==> src/design/biou_pkg.sv <==
// Shared widths and the per-stage record for the box IoU pipeline.
// No dependencies; used by every module of box_iou_unit.

package biou_pkg;

   localparam int COORD_BITS = 16;
   localparam int FRAC_BITS  = 16;

   // box width/height after subtraction
   localparam int DIFF_BITS  = COORD_BITS + 1;
   // product of two differences
   localparam int AREA_BITS  = 2 * DIFF_BITS;
   // area_a + area_b - overlap, with headroom
   localparam int SUM_BITS   = AREA_BITS + 2;
   // result: fraction plus the integer bit for 1.0
   localparam int RATIO_BITS = FRAC_BITS + 1;

   // Data handed from cell to cell along the divider row
   typedef struct packed {
      logic                 zero;   // result forced to 0
      logic                 sat;    // result forced to 1.0
      logic [AREA_BITS-1:0] rem;    // partial remainder
      logic [AREA_BITS-1:0] div;    // divisor (union area)
      logic [FRAC_BITS-1:0] quo;    // quotient bits so far
   } biou_cell_type;

endpackage

==> src/design/biou_front.sv <==
// Front pipeline of box_iou_unit: edge differences, areas, union, special cases.
// Depends on biou_pkg. Four register stages, one transfer per cycle.

module biou_front (
   input  logic                                  clock,
   input  logic                                  reset,
   input  logic                                  in_valid,
   input  logic signed [biou_pkg::COORD_BITS-1:0] a_left,
   input  logic signed [biou_pkg::COORD_BITS-1:0] a_top,
   input  logic signed [biou_pkg::COORD_BITS-1:0] a_right,
   input  logic signed [biou_pkg::COORD_BITS-1:0] a_bottom,
   input  logic signed [biou_pkg::COORD_BITS-1:0] b_left,
   input  logic signed [biou_pkg::COORD_BITS-1:0] b_top,
   input  logic signed [biou_pkg::COORD_BITS-1:0] b_right,
   input  logic signed [biou_pkg::COORD_BITS-1:0] b_bottom,
   output logic                                  out_valid,
   output biou_pkg::biou_cell_type               out_data
);
   import biou_pkg::*;

   logic [3:0] valid_ff;

   // stage 1: widths, heights, overlap extents
   logic signed [COORD_BITS-1:0] min_r, max_l, min_b, max_t;
   logic signed [DIFF_BITS-1:0]  wa_ff, ha_ff, wb_ff, hb_ff, iw_ff, ih_ff;

   // stage 2: areas
   logic signed [AREA_BITS-1:0]  area_a_ff, area_b_ff, inter2_ff;
   logic                         zero2_ff;

   // stage 3: union
   logic signed [SUM_BITS-1:0]   uni_ff, inter3_ff;
   logic                         zero3_ff;

   // stage 4 output
   biou_cell_type                out_ff;

   assign min_r = (a_right  < b_right)  ? a_right  : b_right;
   assign max_l = (a_left   > b_left)   ? a_left   : b_left;
   assign min_b = (a_bottom < b_bottom) ? a_bottom : b_bottom;
   assign max_t = (a_top    > b_top)    ? a_top    : b_top;

   // valid shift line
   always_ff @(posedge clock) begin
      if (reset) begin
         valid_ff <= '0;
      end else begin
         valid_ff <= {valid_ff[2:0], in_valid};
      end
   end

   // payload stages
   always_ff @(posedge clock) begin
      wa_ff <= DIFF_BITS'(a_right)  - DIFF_BITS'(a_left);
      ha_ff <= DIFF_BITS'(a_bottom) - DIFF_BITS'(a_top);
      wb_ff <= DIFF_BITS'(b_right)  - DIFF_BITS'(b_left);
      hb_ff <= DIFF_BITS'(b_bottom) - DIFF_BITS'(b_top);
      iw_ff <= DIFF_BITS'(min_r) - DIFF_BITS'(max_l);
      ih_ff <= DIFF_BITS'(min_b) - DIFF_BITS'(max_t);

      area_a_ff <= wa_ff * ha_ff;
      area_b_ff <= wb_ff * hb_ff;
      inter2_ff <= iw_ff * ih_ff;
      zero2_ff  <= (iw_ff <= 0) || (ih_ff <= 0);

      uni_ff    <= SUM_BITS'(area_a_ff) + SUM_BITS'(area_b_ff) - SUM_BITS'(inter2_ff);
      inter3_ff <= SUM_BITS'(inter2_ff);
      zero3_ff  <= zero2_ff || (area_a_ff <= 0) || (area_b_ff <= 0);

      out_ff.zero <= zero3_ff || (uni_ff <= 0);
      out_ff.sat  <= inter3_ff >= uni_ff;
      out_ff.rem  <= inter3_ff[AREA_BITS-1:0];
      out_ff.div  <= uni_ff[AREA_BITS-1:0];
      out_ff.quo  <= '0;
   end

   assign out_valid = valid_ff[3];
   assign out_data  = out_ff;

endmodule

==> config.mk <==
export PLATFORM = sky130hd
export DESIGN_NAME = biou_front
export DESIGN_NICKNAME = d
export VERILOG_FILES = /design/src/design/biou_pkg.sv /design/src/design/biou_front.sv
export SDC_FILE = /design/constraint.sdc
export NUM_CORES = 2
export LEC_CHECK = 0
export BUFFER_PORTS_ARGS = -buffer_cell sky130_fd_sc_hd__buf_2
export CAP_MARGIN = 40
export CORE_ASPECT_RATIO = 1.5
export CORE_MARGIN = 3
export CORE_UTILIZATION = 43
export CTS_BUF_LIST = sky130_fd_sc_hd__clkbuf_4 sky130_fd_sc_hd__clkbuf_8 sky130_fd_sc_hd__clkbuf_16
export CTS_CLUSTER_DIAMETER = 40
export DETAILED_ROUTE_END_ITERATION = 12
export GPL_TIMING_DRIVEN = 0
export PLACE_DENSITY = 0.6
export SETUP_SLACK_MARGIN = 0.05
export SLEW_MARGIN = 10
export SYNTH_ARGS = -nofsm -noshare
export SYNTH_HDL_FRONTEND = slang
export SYNTH_SLANG_ARGS = --single-unit
export TNS_END_PERCENT = 30
==> constraint.sdc <==
create_clock -name clock -period 11.64 [get_ports clock]
set_clock_uncertainty 0.05 [all_clocks]
set_input_delay 0.582 -clock clock [delete_from_list [all_inputs] [get_ports clock]]
set_output_delay 0.582 -clock clock [all_outputs]
set_load 0.02 [all_outputs]
==> reports/qor.txt <==
Setup TNS -> 0 ns
Hold Path End -> valid_ff[2]$_SDFF_PP0_
DR pass1 iterations -> 5
Worst EP required -> 12.06 ns
Final Critical Period -> 7.90 ns
Number of max-cap violations -> 0
Compound-Gate Fraction of Synth Area -> 7.27%
Multi-input logic area -> 37,700 um2
Chip width -> 284 um
Synth unique cells -> 80
RSZ-0062 raised after global routing -> false
Hold buffers post-CTS -> 0
Mean post-synth cell area -> 9.43 um2
Crit end category -> flop
Slew margin rel. -> 42.9%
Clock sink count -> 350
R2r setup slk -> 3.74 ns
Cell taking the most area after synthesis -> fa_1
Nets -> 7,095
Post-Synthesis Cells -> 5,283
Final WL -> 148 mm
Root Driver -> clkbuf_16
CTS clk-pin slew, worst paths -> 0.06 ns
Slew Limit Fails -> 0
Status -> finished, final reports clean
Die Height -> 423 um
CTS max path bufs -> 3
Cell count of the worst hold path -> 2
First-pass GRT wire length -> 229 mm
CTS buffer count -> 47
RR Endpoint -> inter2_ff[33]$_DFF_P_
Drc violations -> 0
Clock latency on the worst-skew pair -> 0.60 ns
Hold Crit Class -> input port to flop
Synth Register Bits -> 350
Initial antenna violation count -> 28
Simple-gate share of the synthesized area -> 13.8%
Placement row count -> 152
H-tree depth -> 2
Final Hold Vio Count -> 0
Post-synthesis xor/xnor area fraction -> 3.57%
Total congestion overflow -> 0
Arr. time, crit path -> 8.32 ns
Total of fill cells in the finished design -> 11.1k
Adder-Cell Fraction of Synth Area -> 49.5%
PortBufs -> 201
Reg2reg path depth -> 22
Synth-to-Final Area Change -> 9.52%
EDFF count, synth -> 0
Fmax -> 0.127 GHz
Setup-failing EPs final -> 0
Yosys warnings -> 0
Post-detailed-route count of antenna-violating nets -> 0
DP HPWL -> 129 mm
CP max FO -> 10
Total Routing Usage GR -> 25.1%
CP startpoint kind -> flop
Synth top area share -> 37.3%
Min-Delay Startpoint -> reset
Via count -> 36.3k
Per-cell routed wire length -> 20.8 um
Hold Slack -> 0.144 ns
Largest family of logic cells by synthesized area -> adder cells
Post-cts resize count -> 0
Worst slew pin tran -> 0.851 ns
Initial DRC count -> 1,923
Post-synthesis mux area share -> 1.46%
Vias in the first global route -> 39.8k
Vias/cell -> 5.09
CTS tree -> done
Initial core utilization -> 43.4%
Core box area -> 115,000 um2
Reg area -> 7010 um2
Die Footprint -> 120,000 um2
Netlist area before placement -> 49,800 um2
Top FF cell, synth -> dfxtp_1
Share of the yosys chip area belonging to registers -> 14.1%
Worst r2r src -> iw_ff[12]$_DFF_P_
Ranking of synthesized cells by area -> fa_1, dfxtp_1, ha_1
CP Launch Point -> iw_ff[12]$_DFF_P_
Io pins -> 218
Layout cells sized above 1 -> 6.74%
Asr flop ratio synth -> 0%
Routability cong. -> 0.978
Critical path type -> flop to flop
Largest net degree at the start of global routing -> 17
Post-CTS Setup Bufs -> 0
Period utilization -> 67.9%
[critical path, cell delays in order, from the launching register on]
cell,delay (ns)
dfxtp_1,0.31
clkbuf_1,0.52
clkbuf_1,0.56
nand2_1,0.18
fa_1,0.54
fa_1,0.52
fa_1,0.53
inv_1,0.06
fa_1,0.48
fa_1,0.49
inv_1,0.06
fa_1,0.48
inv_1,0.08
ha_1,0.35
nand4_1,0.21
a2111oi_0,0.76
nor3_1,0.16
o21ai_0,0.53
a211oi_1,0.25
o21ai_0,0.32
o21a_1,0.16
nor2_1,0.05
xnor2_1,0.11
[metal layers]
layer  track usage (%)  routed length (um)
met1              28.6               55100
met4              13.1                9210
met3              3.11                7500
met5                 0                 103
met2              45.8               76500
[per-stage QoR]
stage,cell area (um2),setup WS [ns],std cells,util (%)
after floorplan,49900,5.42,5298,-
after global placement,52800,3.82,7039,46.1
after detailed placement,52800,3.81,7042,46.1
after CTS,54500,3.79,7130,47.6
after global routing,54500,3.29,7132,47.6
final,54600,3.74,7140,47.6
[worst max path at each step]
stage          cells after the start               endpoint
4_1_cts                           22  inter2_ff[33]$_DFF_P_
3_3_place_gp                      22  inter2_ff[33]$_DFF_P_
5_1_grt                           22  inter2_ff[33]$_DFF_P_
2_1_floorplan                     24  area_a_ff[32]$_DFF_P_
3_5_place_dp                      22  inter2_ff[33]$_DFF_P_
6_report                          22  inter2_ff[33]$_DFF_P_
[cell families (layout without fill, tap and decap cells)]
| family | Yosys count | after routing |
|---|---|---|
| buf+inv | 1352 | 1644 |
| simple gates | 1364 | 1364 |
| mux | 69 | 69 |
| flops | 350 | 350 |
| compound gates | 531 | 531 |
| xor+xnor | 203 | 203 |
| fa+ha+maj | 1413 | 1413 |
| other cells | 1 | 26 |
[layout make-up]
type	count	share of cell area, %
well taps	1540	3.53
clock inverters	35	0.839
diodes	10	0.0459
multi-input cells	3596	69.1
flip-flops and latches	350	12.8
inverters	1209	8.32
clock buffers	53	2.29
plain buffers	143	1.13
repair buffers	204	1.88
[Yosys cell counts, drive strengths merged, types with 14 or more instances]
cell type,instances
nor2b,50
nor2,163
a211oi,25
nand2,470
and2,437
a21o,91
a31oi,14
nor3,39
nand4,30
dfxtp,350
o211ai,15
fa,928
o21a,37
and3,14
o21bai,25
xor2,45
clkbuf,121
mux2,30
nor4,34
mux2i,39
o21ai,89
ha,485
nand3,40
xnor2,158
inv,1209
nand2b,53
buf,22
a21oi,154
[layout by cell type (no fill, tap or decap), types with 38 or more instances in the layout]
master	n
buf_2	205
a21oi_1	149
mux2i_1	39
clkbuf_16	48
clkbuf_1	121
nor2_1	163
a21o_1	91
nand3_1	40
nor2b_1	50
xnor2_1	158
xor2_1	45
o21ai_0	74
inv_1	1209
fa_1	928
dfxtp_1	350
nand2b_1	53
nor3_1	38
ha_1	485
nand2_1	470
and2_1	437
[registers in the layout, summed over array words and instances, names as in the netlist, 34 cells and up]
signal and cells:
uni_ff 36, inter2_ff 34, out_data 70, area_b_ff 34, area_a_ff 34, inter3_ff 34
Power is left out: the tool's default activity adds up to more than one toggle a clock period on the data nets, which glitch-free logic cannot reach.
