`config.mk`:
```
export PLATFORM = sky130hd
export DESIGN_NAME = biou_div_cell
export DESIGN_NICKNAME = d
export VERILOG_FILES = /design/src/design/biou_pkg.sv /design/src/design/biou_div_cell.sv
export SDC_FILE = /design/constraint.sdc
export NUM_CORES = 1
export LEC_CHECK = 0
export ABC_AREA = 1
export BUFFER_PORTS_ARGS = -buffer_cell sky130_fd_sc_hd__buf_4
export CAP_MARGIN = 10
export CORE_ASPECT_RATIO = 1.5
export CORE_MARGIN = 4
export CORE_UTILIZATION = 28
export CTS_CLUSTER_SIZE = 16
export DETAILED_ROUTE_END_ITERATION = 6
export MAX_ROUTING_LAYER = met4
export PLACE_DENSITY = 0.55
export REMOVE_ABC_BUFFERS = 1
export SLEW_MARGIN = 25
export SYNTH_ARGS = -nofsm -noshare
export SYNTH_HDL_FRONTEND = slang
export SYNTH_SLANG_ARGS = --single-unit
```
`constraint.sdc`:
```
create_clock -name clock -period 6.42 [get_ports clock]
set_clock_uncertainty 0.2 [all_clocks]
set_input_delay 1.284 -clock clock [delete_from_list [all_inputs] [get_ports clock]]
set_output_delay 1.284 -clock clock [all_outputs]
set_load 0.02 [all_outputs]
```
`src/design/biou_pkg.sv`:
```
// Shared widths and the per-stage record for the box IoU pipeline.
// No dependencies; used by every module of box_iou_unit.

package biou_pkg;

   localparam int COORD_BITS = 16;
   localparam int FRAC_BITS  = 16;

   // box width/height after subtraction
   localparam int DIFF_BITS  = COORD_BITS + 1;
   // product of two differences
   localparam int AREA_BITS  = 2 * DIFF_BITS;
   // area_a + area_b - overlap, with headroom
   localparam int SUM_BITS   = AREA_BITS + 2;
   // result: fraction plus the integer bit for 1.0
   localparam int RATIO_BITS = FRAC_BITS + 1;

   // Data handed from cell to cell along the divider row
   typedef struct packed {
      logic                 zero;   // result forced to 0
      logic                 sat;    // result forced to 1.0
      logic [AREA_BITS-1:0] rem;    // partial remainder
      logic [AREA_BITS-1:0] div;    // divisor (union area)
      logic [FRAC_BITS-1:0] quo;    // quotient bits so far
   } biou_cell_type;

endpackage

```
`src/design/biou_div_cell.sv`:
```
// One restoring-division cell: produces one quotient bit per transfer.
// Depends on biou_pkg. Cells are chained, FRAC_BITS of them.

module biou_div_cell (
   input  logic                    clock,
   input  logic                    reset,
   input  logic                    in_valid,
   input  biou_pkg::biou_cell_type in_data,
   output logic                    out_valid,
   output biou_pkg::biou_cell_type out_data
);
   import biou_pkg::*;

   logic                 valid_ff;
   biou_cell_type        data_ff;
   logic [AREA_BITS:0]   shifted;
   logic [AREA_BITS:0]   trial;
   logic                 fits;

   // shift remainder, try subtracting the divisor
   assign shifted = {in_data.rem, 1'b0};
   assign trial   = shifted - {1'b0, in_data.div};
   assign fits    = shifted >= {1'b0, in_data.div};

   always_ff @(posedge clock) begin
      if (reset) begin
         valid_ff <= 1'b0;
      end else begin
         valid_ff <= in_valid;
      end
   end

   always_ff @(posedge clock) begin
      data_ff.zero <= in_data.zero;
      data_ff.sat  <= in_data.sat;
      data_ff.div  <= in_data.div;
      data_ff.rem  <= fits ? trial[AREA_BITS-1:0] : shifted[AREA_BITS-1:0];
      data_ff.quo  <= {in_data.quo[FRAC_BITS-2:0], fits};
   end

   assign out_valid = valid_ff;
   assign out_data  = data_ff;

endmodule

```
==> results of run 1 <==
-- worst max-delay path by stage --
stage,slack (ps),from,to
after floorplan,3310,in_data[18],out_data[70]
after global placement,2580,in_data[38],out_data[74]
after detailed placement,2570,in_data[38],out_data[71]
after CTS,2940,in_data[38],out_data[66]
after global routing,2770,in_data[38],out_data[61]
final,3010,in_data[38],out_data[66]
-- through the flow --
step,setup slack [ps],instances,power [mW],cell area [um^2]
2_1_floorplan,3310,732,0.926,4750
3_3_place_gp,2580,1116,1.14,6310
3_5_place_dp,2570,1116,1.14,6310
4_1_cts,2940,1132,1.70,6620
5_1_grt,2770,1132,1.77,6620
6_report,3010,1132,1.67,6620
-- power breakdown --
group / internal, mW / switching, mW / total [mW] / leakage, nW
Clock: 0.306 / 0.240 / 0.546 / 0.147
Sequential: 0.601 / 0.0145 / 0.615 / 0.734
Combinational: 0.203 / 0.303 / 0.506 / 2.92
Total: 1.11 / 0.557 / 1.67 / 3.80
-- routing by layer --
metal  up-vias  GRT usage (%)  wire length (um)
li1       2578              -                 -
met1      2020           14.2              5130
met2       124           31.7              8600
met3        25           3.34               842
met4         0           6.23               408
met5         -              -                 0
-- cell usage after synthesis (all sizes together) (2+ instances only) --
cell type	count
xnor2	3
nor3	7
nor2	62
nand4	4
nand3b	6
o21ai	12
inv	139
xor2	15
o21bai	2
buf	6
dfxtp	87
a21oi	28
nand2	300
nand3	30
ha	34
-- cell type report --
cell class | instances | share of cell area, %
Multi-Input combinational cell | 506 | 37.5
Sequential cell | 87 | 26.3
Timing Repair Buffer | 174 | 19.7
Inverter | 139 | 7.92
Tap cell | 210 | 3.97
Clock buffer | 9 | 3.40
Clock inverter | 7 | 1.17
-- sequential cells by signal (all words and copies together), names as in the netlist --
| register | count |
|---|---|
| out_data | 86 |
| out_valid | 1 |
-- placed cells by master, fill, tap and decap left out, types with 2 or more instances in the layout --
| master | Yosys | final |
|---|---|---|
| nand4_1 | 4 | 4 |
| nand2_2 | 3 | 3 |
| nor3_1 | 6 | 6 |
| nand3_1 | 29 | 29 |
| nand2_1 | 296 | 296 |
| o21ai_0 | 12 | 12 |
| buf_4 | 3 | 174 |
| inv_2 | 4 | 4 |
| nor2_1 | 60 | 60 |
| o21bai_1 | 2 | 2 |
| xnor2_1 | 3 | 3 |
| nor2_2 | 2 | 2 |
| dfxtp_1 | 87 | 87 |
| nand3b_1 | 6 | 6 |
| clkbuf_16 | 0 | 9 |
| a21oi_1 | 27 | 27 |
| xor2_1 | 15 | 15 |
| inv_1 | 134 | 134 |
| inv_6 | 0 | 4 |
| ha_1 | 34 | 34 |
-- cell families (layout without fill, tap and decap cells) --
family	count (synthesis)	after routing	share of synthesized area, %
and+or+nand+nor	410	410	34.4
xor gates and xnor gates	18	18	3.28
DFF	87	87	36.3
AOI/OAI and AO/OA	43	43	4.72
adders and majority gates	35	35	9.28
buffers and inverters	145	329	12.1
-- critical path: stages --
cell,delay [ps]
buf_4,80
inv_1,40
ha_1,340
a21oi_1,290
nand2_1,170
nand2_1,90
nand2_1,60
a21oi_2,150
nand2_2,80
nand2_2,80
nand2_4,250
inv_4,400
nand2_1,110
nand2_1,70
==> impl_metrics.tcl, run 1 <==
set metrics [dict create \
    grt_overflow_total 0 \
    ys_async_sr_fraction_pct 0 \
    rsz0062_at_grt "false" \
    leakage_nw 3.80 \
    drt_iter0_markers 182 \
    cts_inserted_buffers 9 \
    h-tree-depth 3 \
    ys.flop_type "dfxtp_1" \
    routedWlPerCell_um 13.2 \
    num_io_pins 176 \
    die_w_um 115 \
    ys_types 27 \
    avgViaCountPerCell 4.19 \
    synth_area_mm2 0.00480 \
    synth_largest_area_cell "dfxtp_1" \
    synth_edf_count 0 \
    nFillCells 1900 \
    nNetsFinal 1041 \
    drive_gt1_share_pct 22.1 \
    maxSlewViolCount 0 \
    clock_sinks 87 \
    post-route-drc-count 0 \
    cts_tree "yes" \
    slew_headroom_pct 59.4 \
    synth_area_leaders "dfxtp_1 (36%), nand2_1 (23%), inv_1 (10%), ha_1 (8.9%), nor2_1 (4.7%)" \
    syn-instance-count 738 \
    syn_area_per_cell_um2 6.51 \
    antenna_found_initial 0 \
    period_share_pct 53.1 \
    final.min_clock_period_ps 3410 \
    ys_ff_latch 87 \
    min_from "in_data[3]" \
    worstMarginPinSlew_ps 602 \
    syn_to_final_growth_pct 37.8 \
    final.setup.tns_ps 0 \
    ctsHoldBuffers 0 \
    hold_path.class "in2reg" \
    maxCapViolations 0 \
    clk_pin_slew_ps 70 \
    whs_endpoint "out_data[4]" \
    hpwl_mm 12.6 \
    required_ps 6520 \
    utilization_pct 39.3 \
    grt_start_max_net_pins 36 \
    via_count 4747 \
    status "complete, no violations" \
    path_max_fanout 35 \
    cts-resized-gates 0 \
    hold_depth 1 \
    clk_path_buf_depth 2 \
    die-area_mm2 0.0194 \
    rows 58 \
    multi_input_area_mm2 0.00248 \
    n_antenna_cell 0 \
    regArea_mm2 0.00174 \
    place_congestion 0.840 \
    grt_pass1_vias 4731 \
    port_buffers 174 \
    synth_top_area_share_pct 36.3 \
    ys_warn_count 0 \
    core_area_mm2 0.0168 \
    root_buffer "clkbuf_16" \
    setup_viol 0 \
    ir_worst_vdd_mv 0.139 \
    wl_mm 15.0 \
    hold_viol_final 0 \
    p_per_area_mw_per_mm2 252 \
    grt_first_pass_wirelength_mm 23.1 \
    postRouteAntennaNets 0 \
    critPathCaptureType "flip-flop" \
    post_cts_buffers 0 \
    timing.fmax_ghz 0.294 \
    die_h_um 168 \
    initial_utilization_pct 28.5 \
    hold-worst-slack_ps 822 \
    path_class "in2reg" \
    track_usage_pct 16.0 \
    ys_seq_area_share_pct 36.3 \
    dr.pass1.iters 5 \
    arrival_ps 3510 \
    startpoint_type "input port" \
]
Note: power is estimated with default switching activity, not from simulation.
==> run 2, diff against run 1 <==
Settings changed: ABC_AREA 1 to 0, PLACE_DENSITY 0.55 to 0.56.
Clock period 6.42 ns to 3.5 ns, I/O delays scaled along.
==> run 2 against run 1 <==
Clock power is 75% higher. Global-route usage decreased by 1.9 points. Non-clock buffer count up 52. Setup slack worse by 2900 ps. Synthesized cell count shrank 43%. Wire length shrank 19%. Design area down 3.0%.
==> impl_metrics.tcl, run 2 <==
set metrics [dict create \
    final.min_clock_period_ps 3370 \
    clockPowerShare_pct 30.7 \
    crit_path_top_delay_cell "fa_1" \
    fin_cells 844 \
    ctsHoldBuffers 0 \
    num_io_pins 176 \
    hold-worst-slack_ps 254 \
    synth.most_common_cell "dfxtp_1" \
    synth_edf_count 0 \
    syn_to_final_growth_pct 51.6 \
    switching_share_pct 31.6 \
    synth_top_family_by_area "compound AO/OA/AOI/OAI gates" \
    slew_headroom_pct 59.5 \
    startpoint_type "input port" \
    post_cts_buffers 0 \
    grt_pass1_vias 4049 \
    via_count 3873 \
    clk_pin_slew_ps 70 \
    ys_ff_latch 87 \
    cts_tree "yes" \
    synth.area.mux_share_pct 8.75 \
    maxCapViolations 0 \
    power_frac_comb_pct 32.5 \
    drive_gt1_share_pct 45.1 \
    cts_inserted_buffers 9 \
    synth_area_mm2 0.00423 \
    die-area_mm2 0.0172 \
    ys_types 68 \
    ys_async_sr_fraction_pct 0 \
    grt_first_pass_wirelength_mm 18.6 \
    path_cells "buf_4 > inv_1 > fa_1 > a21o_1 > a221oi_4 > o21ai_0 > a31o_2 > a41o_1 > a2111oi_0 > nor3_1 > mux2_4" \
    ys.flop_type "dfxtp_1" \
    p_seq_share_pct 36.8 \
    hold_viol_final 0 \
    setup_viol 0 \
    period_share_pct 96.3 \
    cp_num_cells 11 \
    p_per_area_mw_per_mm2 483 \
    synth_area_leaders "dfxtp_1 (41%), ha_1 (10%), mux2_2 (5.3%), a21oi_1 (3.8%), inv_1 (3.5%)" \
    switchingPower_mw 0.981 \
    synth_xor_area_share_pct 5.59 \
    antenna_found_initial 0 \
    leakage_nw 3.15 \
    ys_seq_area_share_pct 41.1 \
    cts-resized-gates 0 \
    synth_compound_area_share_pct 18.4 \
    rsz0062_at_grt "false" \
    grt_overflow_total 0 \
    maxSlewViolCount 0 \
    hold_path.class "in2reg" \
    largest_reg_flops 86 \
    final_cell_mix "buf_4 (224), dfxtp_1 (87), inv_1 (40)" \
    rows 54 \
    avgViaCountPerCell 4.59 \
    critPathCaptureType "flip-flop" \
    synth-simple-area-share_pct 10.1 \
    clk_path_buf_depth 2 \
    core_area_mm2 0.0147 \
    startpoint "in_data[16]" \
    min_from "in_data[85]" \
    cp_num_buf_inv 2 \
    ir_worst_vdd_mv 0.250 \
    postRouteAntennaNets 0 \
    die_h_um 159 \
    ys_warn_count 0 \
    initial_utilization_pct 28.9 \
    required_ps 3530 \
    hpwl_mm 10.2 \
    place_congestion 0.860 \
    max_stage_delay_ps 440 \
    arrival_ps 3400 \
    synth_top_area_share_pct 41.1 \
    dr.pass1.iters 4 \
    nNetsFinal 767 \
    n_antenna_cell 0 \
    h-tree-depth 3 \
    wl_mm 12.2 \
    crit_family "compound AO/OA/AOI/OAI gates" \
    layout_commonest_cell "buf_4" \
    status "complete, no violations" \
    path_class "in2reg" \
    synth_common_cells "dfxtp_1 (87), inv_1 (40), ha_1 (34)" \
    port_buffers 174 \
    synth_fa_ha_area_share_pct 10.5 \
    p_int_mw 2.12 \
    root_buffer "clkbuf_16" \
    track_usage_pct 14.1 \
    cp-endpoint "out_data[76]" \
    synth_largest_area_cell "dfxtp_1" \
    routedWlPerCell_um 14.4 \
    die_w_um 108 \
    drt_iter0_markers 146 \
    timing.fmax_ghz 0.297 \
    syn_area_per_cell_um2 10.1 \
    syn-instance-count 419 \
    grt_start_max_net_pins 19 \
    post-route-drc-count 0 \
    clock_sinks 87 \
    worstMarginPinSlew_ps 606 \
    path_max_fanout 3 \
    dp.cells 828 \
]
-- run 2: worst min path at each step --
stage | to | slack [ps] | cells after the start
after floorplan | out_data[10] | 530 | 0
after global routing | out_data[85] | 230 | 1
after CTS | out_data[85] | 240 | 1
after global placement | out_data[10] | 600 | 1
final | out_data[85] | 250 | 1
after detailed placement | out_data[85] | 610 | 1
-- run 2: logic make-up (layout without fill, tap and decap cells) --
logic type,after synthesis,count (layout)
fa+ha+maj,35,35
mux,30,30
simple gates,76,76
buf+inv,54,283
flops,87,87
compound gates,110,110
xor+xnor,27,27
-- run 2: per-stage QoR --
stage | power [mW] | util (%) | TNS [ps] | setup slack [ps] | instance area, um^2
after CTS | 3.15 | 43.8 | 0 | 127 | 6420
after detailed placement | 2.18 | 41.8 | -2830 | -240 | 6120
after global placement | 2.16 | 41.8 | -1910 | -212 | 6120
after floorplan | 1.72 | - | -748 | -38.4 | 4160
after global routing | 3.27 | 43.8 | 0 | 17.2 | 6420
final | 3.10 | 43.8 | 0 | 129 | 6420
-- run 2: cell type report --
| type | count | area, um^2 |
|---|---|---|
| tap | 196 | 245 |
| sequential | 87 | 1740 |
| clock inverter | 7 | 71.3 |
| clock buffer | 9 | 225 |
| timing repair buffer | 226 | 1720 |
| inverter | 41 | 154 |
| fill | 1437 | 8240 |
| multi-input combinational | 278 | 2260 |
-- run 2: power groups by stage --
| stage | clock network (mW) | registers [mW] | logic (mW) |
|---|---|---|---|
| floorplan | 0 | 1.31 | 0.406 |
| finish | 0.953 | 1.14 | 1.01 |
| global placement | 0 | 1.16 | 1.00 |
| CTS | 0.988 | 1.14 | 1.02 |
| detailed placement | 0 | 1.16 | 1.01 |
| global route | 1.03 | 1.15 | 1.09 |
-- run 2: layer usage --
layer  vias to the layer above  wire length, um  global-route usage (%)
met5                         -                0                       -
met3                        24              776                    3.20
met2                       133             6440                    25.8
met1                      1774             4660                    14.4
met4                         0              292                    5.96
li1                       1942                -                       -
==> run 3, diff against run 2 <==
Settings changed: CORE_UTILIZATION 28 to 25, PLACE_DENSITY 0.56 to 0.49.
==> run 3 against run 2 <==
Die area grew 11%. Wire length grew 1.9%. Global-route usage shrank 0.80 points. Flip-flop and latch count is the same. Utilization shrank 5.2 points.
==> impl_metrics.tcl, run 3 (synthesized netlist as in run 2, its figures left out) <==
set metrics [dict create \
    place_ws_ps -263 \
    grt_start_max_net_pins 19 \
    max_stage_delay_ps 460 \
    root_buffer "clkbuf_16" \
    status "complete, no violations" \
    utilization_pct 38.5 \
    maxSlewViolCount 0 \
    grt_pass1_vias 4150 \
    hpwl_mm 10.4 \
    dr.pass1.iters 5 \
    hold_depth 1 \
    rows 58 \
    cts-resized-gates 0 \
    path_class "in2reg" \
    die_h_um 167 \
    clk_pin_slew_ps 70 \
    multi_input_area_mm2 0.00226 \
    period_share_pct 95.2 \
    cts_inserted_buffers 9 \
    track_usage_pct 13.3 \
    place_congestion 0.820 \
    arrival_ps 3370 \
    place_area_mm2 0.00613 \
    largest_reg_flops 86 \
    drive_gt1_share_pct 45.0 \
    worstMarginPinSlew_ps 418 \
    avgViaCountPerCell 4.55 \
    via_count 3896 \
    fin_cells 857 \
    initial_utilization_pct 25.4 \
    path_max_fanout 3 \
    final_cell_mix "buf_4 (223), dfxtp_1 (87), inv_1 (40)" \
    drt_iter0_markers 109 \
    die_w_um 114 \
    startpoint_type "input port" \
    port_buffers 174 \
    crit_path_top_delay_cell "a311o_2" \
    syn_to_final_growth_pct 52.0 \
    maxCapViolations 0 \
    dp.cells 841 \
    cts_tree "yes" \
    nNetsFinal 766 \
    grt_overflow_total 0 \
    clock_sinks 87 \
    post-route-drc-count 0 \
    timing.fmax_ghz 0.300 \
    path_cells "buf_4 > inv_1 > fa_1 > a21o_1 > a221oi_4 > a211oi_2 > a311o_2 > and4_4 > a2111oi_4 > xnor2_1 > mux2_4" \
    grt_first_pass_wirelength_mm 19.7 \
    wl_mm 12.4 \
    routedWlPerCell_um 14.5 \
    final.min_clock_period_ps 3330 \
    fin_ws_ps 168 \
    nFillCells 1726 \
    setup_viol 0 \
    n_antenna_cell 0 \
    antenna_found_initial 0 \
    rsz0062_at_grt "false" \
    regArea_mm2 0.00174 \
    hold_path.class "in2reg" \
    num_io_pins 176 \
    postRouteAntennaNets 0 \
    die-area_mm2 0.0191 \
    core_area_mm2 0.0167 \
    slew_headroom_pct 71.9 \
    leakage_nw 3.14 \
    required_ps 3540 \
    hold_viol_final 0 \
    h-tree-depth 3 \
    whs_endpoint "out_data[7]" \
    min_from "in_data[6]" \
    ctsHoldBuffers 0 \
    final.setup.tns_ps 0 \
    post_cts_buffers 0 \
    p_per_area_mw_per_mm2 484 \
    layout_commonest_cell "buf_4" \
    fin_area_mm2 0.00643 \
    critPathCaptureType "flip-flop" \
    ir_worst_vdd_mv 0.207 \
    clk_path_buf_depth 2 \
]
==> run 3: cell count changes in the layout (fill, tap and decap cells not counted), sizes merged <==
cell	previous run	this run
inv	46	45
clkinv	2	3
buf	226	225
==> run 3: worst max-delay path by stage <==
stage | from | to | cells past startpoint
detailed placement | in_data[16] | out_data[76] | 11
global placement | in_data[16] | out_data[76] | 11
finish | in_data[16] | out_data[80] | 11
CTS | in_data[16] | out_data[76] | 11
floorplan | in_data[45] | out_data[52] | 10
global route | in_data[16] | out_data[76] | 11
==> run 3: layout make-up <==
| class | count | area share [%] |
|---|---|---|
| repair buffers | 225 | 26.6 |
| well taps | 210 | 4.08 |
| clock buffers | 9 | 3.50 |
| flip-flops and latches | 87 | 27.1 |
| multi-input cells | 278 | 35.1 |
| clock inverters | 7 | 1.15 |
| inverters | 41 | 2.39 |
==> run 3: through the flow <==
step | power [mW] | hold WS, ps
after floorplan | 1.72 | 528
after global placement | 2.17 | 605
after detailed placement | 2.18 | 606
after CTS | 3.17 | 231
after global routing | 3.30 | 225
final | 3.11 | 246
==> run 3: where the power goes <==
part	switching, mW	internal (mW)	leakage [nW]	total (mW)
combinational	0.501	0.507	2.26	1.01
sequential	0.0322	1.11	0.734	1.14
clock	0.459	0.505	0.147	0.965
==> run 3: metal layers <==
metal  track usage (%)  wire length, um  vias up
met5                 -                0        -
met4              5.63              384        0
met3              3.07              713       24
met2              23.6             6550      120
met1              14.0             4760     1812
li1                  -                -     1940
==> run 3: worst max-delay path, delay by kind of cell <==
family	cells	cell delay, ps
mux	1	260
fa+ha+maj	1	440
xor+xnor	1	110
compound gates	5	1490
buf+inv	2	150
simple gates	1	220
